### src/hw/rtl/pdf_ram.sv
// generic single-port-write, single-port-read ram with registered read
`timescale 1ns / 1ps

module pdf_ram #(
  parameter int WIDTH = 8,
  parameter int DEPTH = 64
) (
  input  logic                     clk,
  input  logic                     we,
  input  logic [$clog2(DEPTH)-1:0] waddr,
  input  logic [WIDTH-1:0]         wdata,
  input  logic                     re,
  input  logic [$clog2(DEPTH)-1:0] raddr,
  output logic [WIDTH-1:0]         rdata
);

  logic [WIDTH-1:0] mem [DEPTH];
  logic [WIDTH-1:0] rdata_r;

  // write port
  always_ff @(posedge clk) begin
    if (we) begin
      mem[waddr] <= wdata;
    end
  end

  // registered read port, holds its word until the next read
  always_ff @(posedge clk) begin
    if (re) begin
      rdata_r <= mem[raddr];
    end
  end

  assign rdata = rdata_r;

endmodule

### config.mk
export PLATFORM = sky130hd
export DESIGN_NAME = pdf_ram
export DESIGN_NICKNAME = d
export VERILOG_FILES = /design/src/hw/rtl/pdf_ram.sv
export SDC_FILE = /design/constraint.sdc
export NUM_CORES = 1
export LEC_CHECK = 0
export ABC_AREA = 1
export BUFFER_PORTS_ARGS = -buffer_cell sky130_fd_sc_hd__buf_2
export CORE_MARGIN = 10
export CORE_UTILIZATION = 45
export DETAILED_ROUTE_END_ITERATION = 7
export GPL_TIMING_DRIVEN = 1
export PLACE_DENSITY_LB_ADDON = 0.1
export SKIP_LAST_GASP = 1
export SLEW_MARGIN = 20
export SYNTH_ARGS = -nofsm -noshare
export SYNTH_HDL_FRONTEND = slang
export SYNTH_SLANG_ARGS = --single-unit
### constraint.sdc
create_clock -name clk -period 2.4 [get_ports clk]
set_clock_uncertainty 0.2 [all_clocks]
set_input_delay 0.12 -clock clk [delete_from_list [all_inputs] [get_ports clk]]
set_output_delay 0.12 -clock clk [all_outputs]
set_load 0.1 [all_outputs]
==> impl_metrics.ini <==
[logic_synthesis]
synthCells = 1805
synth_area_um2 = 21400
seq_area_frac_synth_pct = 72.9
yosysWarnings = 0
syn-mean-instance-area_um2 = 11.9
synth_nets = 1828
synth_seq_cells = 520
ys_types = 15

[clock_network]
path_clk_slew_ns = 0.06
cts_tree = yes
clockBufferDepth = 3
cts_resized = 0
clock_latency_ns = 0.61
clockRootBuffer = clkbuf_16
htreeDepth = 2
numCtsBuffers = 54
cts.sinks = 520
cts_hold_buffers = 17
postCtsSetupBuffers = 0

[power_and_ir_drop]
p_int_uw = 14900
pwr-share-comb_pct = 6.9
power.switching_uw = 4430
pwr-share-seq_pct = 52.2
power_density_nw_per_um2 = 793
worst_ir_drop_vdd_v = 0.000573
switching_share_pct = 22.9
clkPwrFrac_pct = 40.9
power_leakage_uw = 0.00892

[run_status]
status = completed

[placed_design]
io_buffers = 30
hpwlAfterDp_mm = 33.5
place.gp.congestion = 0.837
placed_cells = 2440
dpl_cell_area_um2 = 22600

[grt]
grt_start_max_net_pins = 102
grt_pass1_vias = 13600
grt_pass1_wl_mm = 86.6
grt_use_total_pct = 20.1
grt_overflow_total = 0
antenna_found_initial = 0

[timing]
slew_viol_final = 0
setup_tns_ns = 0
fmax_mhz = 450
worst-slew-pin-transition_ns = 1.09
relSlewSlack_pct = 26.9
period_minus_slack_ns = 2.22
setup_viol = 0
finalCritPeriodShare_pct = 92.7
rsz0062_at_grt = false
hold_viol_final = 0
whs_ns = 0.0533

[setup_path]
critPathRequiredTime_ns = 2.49
r2r-start = mem[33][1]
critPathMaxFanout = 8
worstSetupPathType = input pin to register
crit_start = waddr[3]
arrival_ns = 2.31
r2r_cells = 8
end_kind = register
cp-start-kind = input pin

[hold_path]
min-delay-path-class = input pin to register
hp-start = waddr[5]
min_path_cells = 3

[die]
start_util_pct = 45.7
coreArea_um2 = 46900
core.rowCount = 79
die_x_um = 238
die_y_um = 238
io_pins = 31
die_area_um2 = 56700

[finish]
antenna_cells = 0
syn_to_final_growth_pct = 14.1
n_fill_cell = 4136
fin_cells = 2555
regArea_um2 = 15600
final_cell_area_um2 = 24400
final_cell_mix = 648 x nand2_1, 520 x edfxtp_1, 439 x nand3_1
post-route-util_pct = 52.2
fin_nets = 1929
layout_commonest_cell = nand2_1
drive_gt1_share_pct = 11.1
multiInputGateArea_um2 = 4950

[route]
routed_via_density = 5.50
drc = 0
ant_nets = 0
wl_mm = 57.2
dr.pass1.iters = 5
wl_per_cell_um = 22.4
drt_iter0_drc = 1431
vias = 14000

[job]
maxCapViolCount = 0
## critical path, stage by stage
cell and delay (ns):
dlygate4sd3_1 0.58, buf_2 0.17, inv_1 0.13, nand4_1 0.29
nor4_1 0.25, dlygate4sd3_1 0.58, buf_4 0.18
## synth_stat cells (all sizes together)
master    n  area (µm²)
clkbuf   15        56.3
nand2   648        2430
inv      12        50.1
nand4     9        56.3
nor4      8        50.1
nand3   439        2200
buf      98         752
edfxtp  520       15600
nor2     56         210
## stage by stage
stage          power, µW  worst slack [ns]
2_1_floorplan      11100             0.314
6_report           19400             0.176
4_1_cts            19500             0.255
3_3_place_gp       11600             0.304
3_5_place_dp       11600             0.293
5_1_grt            20000            0.0963
## per-layer routing
metal	GRT usage, %	vias to the layer above	wire (µm)
met5	0	-	0
met4	6.06	0	1390
met3	3.03	86	3470
met2	31.6	424	26600
met1	28.5	6979	25800
li1	-	6555	-
## path summary, 6_finish.rpt
path | endpoint | slack (ns)
worst max-delay path | mem[49][1] | 0.18
worst min-delay path | mem[46][5] | 0.05
worst max register to register | rdata[1] | 0.71
worst min register to register | rdata[0] | 0.69
## cell families after synthesis
group | Yosys count | share of synthesized area [%]
buffers and inverters | 125 | 4.01
flip-flops | 520 | 72.9
AND/OR/NAND/NOR | 1160 | 23.1
## flip-flops by register name (all words and copies together), names as in the netlist
register	flops
mem	512
rdata	8
## area by class of cell
class                      count  share of cell area, %
multi-input combinational   1160                   20.2
timing repair buffer         158                   5.74
clock inverter                28                  0.748
tap                          607                   3.11
inverter                      12                  0.225
sequential                   520                   63.9
clock buffer                  70                   6.04
## power groups by stage
stage	sequential, µW	clock (µW)	combinational (µW)
2_1_floorplan	10400	0	707
3_3_place_gp	10300	0	1310
3_5_place_dp	10300	0	1320
4_1_cts	10100	8090	1340
5_1_grt	10100	8470	1460
6_report	10100	7930	1330
Note: power is estimated with default switching activity, not from simulation.
